$ cat config.mk
export PLATFORM = sky130hd
export DESIGN_NAME = linear_scan_interval_allocator_core
export DESIGN_NICKNAME = d
export VERILOG_FILES = /design/src/hw/rtl/lsia_pkg.sv /design/src/hw/rtl/lsia_slot_bank.sv /design/src/hw/rtl/linear_scan_interval_allocator_core.sv
export SDC_FILE = /design/constraint.sdc
export NUM_CORES = 1
export LEC_CHECK = 0
export ABC_AREA = 1
export CAP_MARGIN = 40
export CORE_MARGIN = 8
export CORE_UTILIZATION = 50
export DETAILED_ROUTE_END_ITERATION = 16
export DONT_BUFFER_PORTS = 1
export PLACE_DENSITY = 0.71
export SLEW_MARGIN = 20
export SYNTH_ARGS = -nofsm -noshare
export SYNTH_HDL_FRONTEND = slang
export SYNTH_SLANG_ARGS = --single-unit
$ cat constraint.sdc
create_clock -name clk -period 12 [get_ports clk]
set_input_delay 1.2 -clock clk [delete_from_list [all_inputs] [get_ports clk]]
set_output_delay 1.2 -clock clk [all_outputs]
set_load 0.03 [all_outputs]
$ cat src/hw/rtl/lsia_pkg.sv
`default_nettype none

package lsia_pkg;

  // Width of an interval identifier and of a register index within its class.
  localparam int ID_W  = 16;
  localparam int IDX_W = 3;

  // Result kinds reported for each interval.
  typedef enum logic [1:0] {
    OUT_DATA     = 2'd0,
    OUT_ADDR     = 2'd1,
    OUT_SPILL    = 2'd2,
    OUT_PRECOLOR = 2'd3
  } lsia_outcome_t;

  // Per-item control sent from the top level to one register class bank.
  typedef struct packed {
    logic step;    // an item is being processed this cycle
    logic clear;   // free every slot first (new procedure)
    logic expire;  // free slots whose end lies before the start
    logic alloc;   // this class is the one the item wants
  } lsia_bank_ctl_t;

  // Per-item answer from one register class bank.
  typedef struct packed {
    logic             granted;
    logic [IDX_W-1:0] index;
    logic             victim_valid;
    logic [ID_W-1:0]  victim_id;
  } lsia_bank_res_t;

endpackage

`default_nettype wire

$ cat src/hw/rtl/lsia_slot_bank.sv
`default_nettype none

module lsia_slot_bank #(
  parameter int N     = 5,
  parameter int POS_W = 16
) (
  input  wire logic                     clk,
  input  wire logic                     rst,
  input  wire lsia_pkg::lsia_bank_ctl_t ctl,
  input  wire logic [lsia_pkg::ID_W-1:0] cur_id,
  input  wire logic [POS_W-1:0]         cur_start,
  input  wire logic [POS_W-1:0]         cur_end,
  output lsia_pkg::lsia_bank_res_t      res
);

  localparam int IW = (N > 1) ? $clog2(N) : 1;

  logic [N-1:0]                busy;
  logic [N-1:0]                busy_exp;
  logic [N-1:0]                busy_next;
  logic [POS_W-1:0]            slot_end   [N];
  logic [lsia_pkg::ID_W-1:0]   slot_owner [N];

  logic                        free_found;
  logic [IW-1:0]               free_idx;
  logic [IW-1:0]               cand_idx;
  logic [POS_W-1:0]            cand_end;
  logic                        take_victim;
  logic                        granted;
  logic [IW-1:0]               wr_idx;

  // Clear on a new procedure, then drop slots that ended before the start.
  always_comb begin
    for (int k = 0; k < N; k++) begin
      busy_exp[k] = busy[k] && !ctl.clear && !(ctl.expire && (slot_end[k] < cur_start));
    end
  end

  // Lowest free slot: scan downward so the lowest index wins.
  always_comb begin
    free_found = 1'b0;
    free_idx   = '0;
    for (int k = N - 1; k >= 0; k--) begin
      if (!busy_exp[k]) begin
        free_found = 1'b1;
        free_idx   = IW'(k);
      end
    end
  end

  // Latest end among the slots; a strict compare keeps the lowest index on ties.
  // Only used when no slot is free, so every slot is busy then.
  always_comb begin
    cand_idx = '0;
    cand_end = slot_end[0];
    for (int k = 1; k < N; k++) begin
      if (slot_end[k] > cand_end) begin
        cand_idx = IW'(k);
        cand_end = slot_end[k];
      end
    end
  end

  assign take_victim = ctl.alloc && !free_found && (cand_end > cur_end);
  assign granted     = ctl.alloc && (free_found || take_victim);
  assign wr_idx      = free_found ? free_idx : cand_idx;

  always_comb begin
    busy_next = busy_exp;
    if (granted) begin
      busy_next[wr_idx] = 1'b1;
    end
  end

  // Answer for the current item.
  always_comb begin
    res.granted      = granted;
    res.index        = granted ? lsia_pkg::IDX_W'(wr_idx) : '0;
    res.victim_valid = take_victim;
    res.victim_id    = take_victim ? slot_owner[cand_idx] : '0;
  end

  // Busy bits are control state and reset to free.
  always_ff @(posedge clk) begin
    if (rst) begin
      busy <= '0;
    end else if (ctl.step) begin
      busy <= busy_next;
    end
  end

  // Owner and end are only read while busy, so they need no reset.
  always_ff @(posedge clk) begin
    if (ctl.step && granted) begin
      slot_end[wr_idx]   <= cur_end;
      slot_owner[wr_idx] <= cur_id;
    end
  end

endmodule

`default_nettype wire

$ cat src/hw/rtl/linear_scan_interval_allocator_core.sv
`default_nettype none

// Linear scan register allocator.
// Input items arrive on the s_axis channel in order of rising start position,
// one live interval each. Every item yields exactly one result item on the
// m_axis channel: the register granted within its class (data or address),
// a spill, or a precolored pass-through, plus the id of any earlier interval
// that lost its register.
// An accepted item is held in the input register; its result is then
// registered in the result register and presented with m_axis_tvalid.
// Throughput: one item per cycle while the result is taken. The slot expiry,
// the lowest-free pick and the latest-end pick over all slots of a class are
// combinational between the input and result registers; the slot state is
// written with the result register, so the next item sees it at once.
// Reset (rst, synchronous) frees every slot and empties both registers.
// When the receiver holds m_axis_tready low, the result holds; the input
// register still takes one more item, then s_axis_tready falls until the
// result is taken.
module linear_scan_interval_allocator_core #(
  parameter int DATA_REGS = 5,
  parameter int ADDR_REGS = 2,
  parameter int POS_BITS  = 16
) (
  input  wire logic        clk,
  input  wire logic        rst,
  input  wire logic        s_axis_tvalid,
  output logic             s_axis_tready,
  // [15:0] interval_id, [31:16] start_pos, [47:32] end_pos, [48] begins_run,
  // [55:49] zero
  input  wire logic [55:0] s_axis_tdata,
  // [0] needs_addr_reg, [1] precolored
  input  wire logic [1:0]  s_axis_tuser,
  output logic             m_axis_tvalid,
  input  wire logic        m_axis_tready,
  // [15:0] result_id, [18:16] reg_index, [19] victim_valid, [35:20] victim_id,
  // [39:36] zero
  output logic [39:0]      m_axis_tdata,
  // [1:0] outcome
  output logic [1:0]       m_axis_tuser
);

  // Positions are compared in their low bits only, never more than 16.
  localparam int POS_W = (POS_BITS < 16) ? POS_BITS : 16;

  // Input register.
  logic                        in_valid;
  logic [lsia_pkg::ID_W-1:0]   in_id;
  logic [POS_W-1:0]            in_start;
  logic [POS_W-1:0]            in_end;
  logic                        in_run;
  logic                        in_want_addr;
  logic                        in_pre;

  // Result register.
  logic                        out_valid;
  logic [lsia_pkg::ID_W-1:0]   out_id;
  lsia_pkg::lsia_outcome_t     out_outcome;
  logic [lsia_pkg::IDX_W-1:0]  out_index;
  logic                        out_vvalid;
  logic [lsia_pkg::ID_W-1:0]   out_vid;

  logic                        advance;
  logic                        fire;
  logic                        s_fire;
  lsia_pkg::lsia_bank_ctl_t    data_ctl;
  lsia_pkg::lsia_bank_ctl_t    addr_ctl;
  lsia_pkg::lsia_bank_res_t    data_res;
  lsia_pkg::lsia_bank_res_t    addr_res;
  lsia_pkg::lsia_bank_res_t    sel_res;
  lsia_pkg::lsia_outcome_t     outcome_next;

  // Handshake: the result register frees when empty or taken.
  assign advance       = !out_valid || m_axis_tready;
  assign fire          = in_valid && advance;
  assign s_axis_tready = !in_valid || advance;
  assign s_fire        = s_axis_tvalid && s_axis_tready;

  always_ff @(posedge clk) begin
    if (rst) begin
      in_valid <= 1'b0;
    end else if (s_fire) begin
      in_valid <= 1'b1;
    end else if (advance) begin
      in_valid <= 1'b0;
    end
  end

  always_ff @(posedge clk) begin
    if (s_fire) begin
      in_id        <= s_axis_tdata[15:0];
      in_start     <= s_axis_tdata[16 +: POS_W];
      in_end       <= s_axis_tdata[32 +: POS_W];
      in_run       <= s_axis_tdata[48];
      in_want_addr <= s_axis_tuser[0];
      in_pre       <= s_axis_tuser[1];
    end
  end

  // Both classes expire on every non-precolored item; only one allocates.
  always_comb begin
    data_ctl.step   = fire;
    data_ctl.clear  = in_run;
    data_ctl.expire = !in_pre;
    data_ctl.alloc  = !in_pre && !in_want_addr;
    addr_ctl.step   = fire;
    addr_ctl.clear  = in_run;
    addr_ctl.expire = !in_pre;
    addr_ctl.alloc  = !in_pre && in_want_addr;
  end

  lsia_slot_bank #(
    .N     (DATA_REGS),
    .POS_W (POS_W)
  ) u_data_bank (
    .clk       (clk),
    .rst       (rst),
    .ctl       (data_ctl),
    .cur_id    (in_id),
    .cur_start (in_start),
    .cur_end   (in_end),
    .res       (data_res)
  );

  lsia_slot_bank #(
    .N     (ADDR_REGS),
    .POS_W (POS_W)
  ) u_addr_bank (
    .clk       (clk),
    .rst       (rst),
    .ctl       (addr_ctl),
    .cur_id    (in_id),
    .cur_start (in_start),
    .cur_end   (in_end),
    .res       (addr_res)
  );

  // Pick the answer of the wanted class and form the outcome.
  assign sel_res = in_want_addr ? addr_res : data_res;

  always_comb begin
    if (in_pre) begin
      outcome_next = lsia_pkg::OUT_PRECOLOR;
    end else if (!sel_res.granted) begin
      outcome_next = lsia_pkg::OUT_SPILL;
    end else if (in_want_addr) begin
      outcome_next = lsia_pkg::OUT_ADDR;
    end else begin
      outcome_next = lsia_pkg::OUT_DATA;
    end
  end

  always_ff @(posedge clk) begin
    if (rst) begin
      out_valid <= 1'b0;
    end else if (advance) begin
      out_valid <= in_valid;
    end
  end

  always_ff @(posedge clk) begin
    if (fire) begin
      out_id      <= in_id;
      out_outcome <= outcome_next;
      out_index   <= sel_res.index;
      out_vvalid  <= sel_res.victim_valid;
      out_vid     <= sel_res.victim_id;
    end
  end

  assign m_axis_tvalid = out_valid;
  assign m_axis_tdata  = {4'd0, out_vid, out_vvalid, out_index, out_id};
  assign m_axis_tuser  = out_outcome;

  // A victim is only reported when the current item took a register.
  a_victim_granted: assert property (@(posedge clk) disable iff (rst)
    (out_valid && out_vvalid) |->
      (out_outcome == lsia_pkg::OUT_DATA || out_outcome == lsia_pkg::OUT_ADDR))
    else $error("victim reported without a granted register");

  // Unused result fields read as zero.
  a_vid_zero: assert property (@(posedge clk) disable iff (rst)
    (out_valid && !out_vvalid) |-> (out_vid == '0))
    else $error("victim id not zero without a victim");

  a_index_zero: assert property (@(posedge clk) disable iff (rst)
    (out_valid && (out_outcome == lsia_pkg::OUT_SPILL ||
                   out_outcome == lsia_pkg::OUT_PRECOLOR)) |-> (out_index == '0))
    else $error("register index not zero for spill or precolored");

  // An item held in the input register is never lost while the result stalls.
  a_hold_input: assert property (@(posedge clk) disable iff (rst)
    (in_valid && !advance) |=> (in_valid && $stable(in_id)))
    else $error("pending item dropped during a stall");

endmodule

`default_nettype wire

* Yosys cells after proc, flatten, opt, wreduce, memory -nomap -nowiden
Memories as Yosys holds them, arrays and structs flattened.
Cells that the tools add are included.
** Word-level totals
- Bits in registers :: 98
- Bits in writable memories :: 224
- Output and inout bits :: 44
- Memories :: 4
** Memory list
- u_data_bank.slot_end :: depth 5, bits a word 16, read ports 5, clocked after memory_dff 0, write ports 1, line lsia_slot_bank.sv:21 : logic [POS_W-1:0] slot_end [N];
- u_data_bank.slot_owner :: depth 5, bits a word 16, read ports 1, clocked after memory_dff 0, write ports 1, line lsia_slot_bank.sv:22 : logic [lsia_pkg::ID_W-1:0] slot_owner [N];
- u_addr_bank.slot_end :: depth 2, bits a word 16, read ports 2, clocked after memory_dff 0, write ports 1, line lsia_slot_bank.sv:21
- u_addr_bank.slot_owner :: depth 2, bits a word 16, read ports 1, clocked after memory_dff 0, write ports 1, line lsia_slot_bank.sv:22
** Cells by class
- Bitwise gates (word level) :: 3
- Reductions and logical operators :: 55
- Multiplexer cells :: 44
- Order comparisons :: 18
** Operator list (number)
- $gt A16 B16 Y1 :: 7
- $lt A16 B16 Y1 :: 7
- $mux W16 :: 7
- $logic_and A1 B1 Y1 :: 35
- $mux W3 :: 8
- $mux W1 :: 22
- $mux W21 :: 1
- $logic_not A1 Y1 :: 14
- $mux W2 :: 3
- $mux W5 :: 1
- $or A5 B5 Y5 :: 1
- $logic_or A1 B1 Y1 :: 4
- $lt A3 B4 Y1 const B :: 1
- $demux W1 S3 :: 1
- $ge A3 B1 Y1 const B :: 1
- $lt A1 B2 Y1 const B :: 1
- $or A2 B2 Y2 :: 1
- $reduce_bool A2 Y1 :: 1
- $reduce_or A2 Y1 :: 1
- $demux W1 S1 :: 1
- $ge A1 B1 Y1 const B :: 1
- $not A1 Y1 :: 1

* Logic depth before layout (Yosys ltp)
An unclocked memory read counts as a cell.
- Word-level depth :: 19
- Depth in mapped cells :: 67
- Gate-level depth less buffers :: 63

* Cells and area by module
Synthesis repeated with hierarchy kept, for this count alone.
** Second synthesis, totals
- Cell total of the unflattened synthesis :: 1670
- Area total of the unflattened synthesis :: 17606.9 um2
** Modules (own cells, without submodules)
- lsia_slot_bank at u_data_bank :: seq. area each 4904.7 um2, cells each 1047, times used 1, area each 10314.9 um2
- lsia_slot_bank at u_addr_bank :: seq. area each 1961.9 um2, cells each 444, times used 1, area each 4201.5 um2
- linear_scan_interval_allocator_core :: seq. area each 2712.6 um2, cells each 179, times used 1, area each 3090.5 um2

* Worst setup path after synthesis
No wires, ideal clock.
- Path kind :: register -> register
- Start :: memory u_data_bank.slot_end[1][11]
- End :: memory u_data_bank.slot_end[4][0], enable pin
- Path buffers :: 4
- Cell stages (with the launch flop) :: 55
- Slack :: 1056 ps
- Setup time :: 501 ps
- Data arrival time :: 10442 ps
- Clock period less this slack :: 10944 ps
- Cells stage by stage :: edfxtp_1 ha_1 a21oi_1 nand2_1 a21oi_1 nand2_2 nand2_2 clkbuf_1 nand2_1 o21ai_0 ha_1 a21oi_1 nor2_1 a211oi_1 o221a_2 nand2_2 nand2_4 buf_4 [... 19 more ...] nand2_1 a21boi_1 clkbuf_1 o21ai_0 ha_1 inv_1 nor2_1 nor2_1 o21a_1 o21bai_1 a21oi_1 o21ai_0 a21oi_1 o21ai_0 nand3_1 nand2_1 nand2_1 nor4_1
** RTL lines (line)
- from (decl) :: lsia_slot_bank.sv:21

==> results.sh <==
export IMPL_run_status="finished, final reports clean"
export IMPL_leakage_nw=7.59
export IMPL_grt_max_degree=52
export IMPL_layout_min_cycle_time_ps=10500
export IMPL_nets=1830
export IMPL_synth_top_area_share_pct=55.7
export IMPL_gp_congestion=0.881
export IMPL_yosys_area_top_type="edfxtp_1"
export IMPL_endpoint_kind="flip-flop"
export IMPL_vias=11500
export IMPL_slowest_delay_ps=470
export IMPL_synthTopCellsByCount="nand2_1, edfxtp_1, ha_1, inv_1, a21oi_1"
export IMPL_netlist_instances=1532
export IMPL_async_flop_share_pct=0
export IMPL_route_detailed_drc=0
export IMPL_initial_core_util_pct=50.6
export IMPL_slew_headroom_pct=42.1
export IMPL_syn_cell_area_sq_mm=0.0169
export IMPL_cts_buffer_depth=3
export IMPL_core_sq_mm=0.0334
export IMPL_synth_fa_ha_area_share_pct=16.0
export IMPL_drv_cap=0
export IMPL_root_buffer="clkbuf_16"
export IMPL_setup_viol=0
export IMPL_finalClockSkew_ps=24.1
export IMPL_stdcell_count=2025
export IMPL_gr_total_overflow=0
export IMPL_grt_antenna_before_repair=1
export IMPL_first_iter_violations=939
export IMPL_ys_seq_elements=322
export IMPL_hold_viol=0
export IMPL_dpl_hpwl_mm=27.3
export IMPL_cts_hold_repair_buffers=0
export IMPL_grt_pass1_vias=11300
export IMPL_synthMuxAreaShare_pct=0
export IMPL_fmax_ghz=0.0952
export IMPL_ys_warnings_count=0
export IMPL_post_cts_resized=0
export IMPL_startpoint_type="flip-flop"
export IMPL_cts_made_buffers=36
export IMPL_die_area_sq_mm=0.0399
export IMPL_tightest_slew_ps=846
export IMPL_synth_edf_count=313
export IMPL_period_share_pct=87.5
export IMPL_cts_tree="done"
export IMPL_seq_area_sq_mm=0.00958
export IMPL_layout_drive_gt1_share_pct=6.53
export IMPL_syn_area_per_cell_sq_um=11.0
export IMPL_cp_required_ps=12150
export IMPL_grt_first_pass_wirelength_mm=61.0
export IMPL_synthMostInstantiatedCell="nand2_1"
export IMPL_ys_top_cells_by_area="edfxtp_1, ha_1, nand2_1"
export IMPL_slew_violations=0
export IMPL_clock_latency_ps=530
export IMPL_wl_mm=39.0
export IMPL_vias_per_cell=5.67
export IMPL_track_usage_pct=19.6
export IMPL_tns_ps=0
export IMPL_crit_fanout=35
export IMPL_synth_top_family_by_area="adder cells"
export IMPL_cp_arrival_ps=10660
export IMPL_synth_compound_area_share_pct=9.80
export IMPL_die_h_microns=200
export IMPL_fillers=2802
export IMPL_ios=106
export IMPL_place_inst=1960
export IMPL_numPortBuffers=0
export IMPL_crit_top_cell="nand2_1"
export IMPL_rsz0062_at_grt="no"
export IMPL_htreeDepth=2
export IMPL_wl_per_cell_microns=19.2
export IMPL_fp_row_count=67
export IMPL_ir_drop_mv=0.0913
export IMPL_multi_input_comb_area_sq_mm=0.00667
export IMPL_ys_seq_area_share_pct=56.7
export IMPL_holdCritPathClass="flip-flop to flip-flop"
export IMPL_power_density_mw_per_mm2=132
export IMPL_yosys_area_share_simple_pct=13.4
export IMPL_die_x_microns=200
export IMPL_path_class="flip-flop to flip-flop"
export IMPL_syn_to_final_growth_pct=10.0
export IMPL_synthFlopType="edfxtp_1"
export IMPL_slowest_stage="buf_4"
export IMPL_clkSinkCount=322
export IMPL_clk_pin_slew_ps=60
export IMPL_firstDrtPassIters=5
export IMPL_synth_cell_type_count=42
export IMPL_diodes=0
export IMPL_cts_setup_buffers=0
export IMPL_synth_xor_area_share_pct=0
export IMPL_drtAntennaViolNets=0
==> per-layer routing <==
layer | vias to the layer above | GRT usage [%] | wire length, microns
met5 | - | 0 | 13
met3 | 68 | 3.50 | 2620
met1 | 5509 | 26.6 | 17300
li1 | 5555 | - | -
met2 | 341 | 31.7 | 18200
met4 | 2 | 6.08 | 833
==> state kept, by name (all words and copies together), names as in the netlist, 3 cells and up <==
| signal | flops |
|---|---|
| in_end | 16 |
| in_id | 16 |
| in_start | 16 |
| out_id | 16 |
| out_index | 3 |
| out_vid | 16 |
| u_addr_bank.slot_end | 32 |
| u_addr_bank.slot_owner | 32 |
| u_data_bank.busy | 5 |
| u_data_bank.slot_end | 80 |
| u_data_bank.slot_owner | 80 |
==> worst max-delay path: cells and delay by family, from the launching register on <==
family                     cells  cell delay [ps]
and+or+nand+nor               22             3560
AOI/OAI and AO/OA             17             3130
adders and majority gates      5             1630
buffers and inverters          5             1310
DFF                            1              420
==> power breakdown <==
| part | switching [W] | internal, W | total [W] |
|---|---|---|---|
| sequential | 0.0000337 | 0.00126 | 0.00129 |
| combinational | 0.000108 | 0.0000514 | 0.000159 |
| clock | 0.000430 | 0.000574 | 0.00100 |
| total | 0.000572 | 0.00189 | 0.00246 |
==> stage by stage <==
step                      utilization, %  setup WS [ps]  cell area [sq um]  hold slack [ps]  power [W]
after floorplan                        -           1060              16900              446    0.00142
after global placement              52.1           1600              17400              449    0.00146
after detailed placement            52.4           1700              17500              461    0.00147
after CTS                           55.6           1620              18500              469    0.00248
after global routing                55.7            584              18600              491    0.00254
final                               55.7           1500              18600              469    0.00246
==> layout by cell type (no fill, tap or decap), drive strengths merged, types with 20 or more instances in the layout <==
master | Yosys | final
ha | 216 | 216
nand3 | 63 | 63
edfxtp | 313 | 313
nand4 | 20 | 20
nand2 | 328 | 328
a21oi | 114 | 114
buf | 21 | 20
nor2 | 91 | 91
o21ai | 112 | 112
clkbuf | 20 | 44
o211ai | 28 | 28
inv | 121 | 123
==> cell families after synthesis <==
group                      after synthesis
other                                    1
AOI/OAI and AO/OA                      293
DFF                                    322
buffers and inverters                  163
and+or+nand+nor                        537
adders and majority gates              216
==> layout make-up <==
type / count / area share, %
inverters: 122 / 2.46
multi-input cells: 1050 / 35.9
repair buffers: 20 / 1.35
flip-flops and latches: 322 / 51.6
well taps: 448 / 3.02
clock inverters: 19 / 0.707
clock buffers: 44 / 5.01
==> worst paths after layout <==
path,startpoint,end,slack [ps],cells after the start
hold reg to reg,u_data_bank.busy[4]$_SDFFE_PP0P_,u_data_bank.busy[4]$_SDFFE_PP0P_,470,2
hold / removal,u_data_bank.busy[4]$_SDFFE_PP0P_,u_data_bank.busy[4]$_SDFFE_PP0P_,470,2
setup reg to reg,u_data_bank.slot_end[1][11]$_DFFE_PP_,u_data_bank.slot_end[1][3]$_DFFE_PP_,1500,49
setup / recovery,u_data_bank.slot_end[1][11]$_DFFE_PP_,u_data_bank.slot_end[1][3]$_DFFE_PP_,1500,49
(Power assumes the default switching activity.)
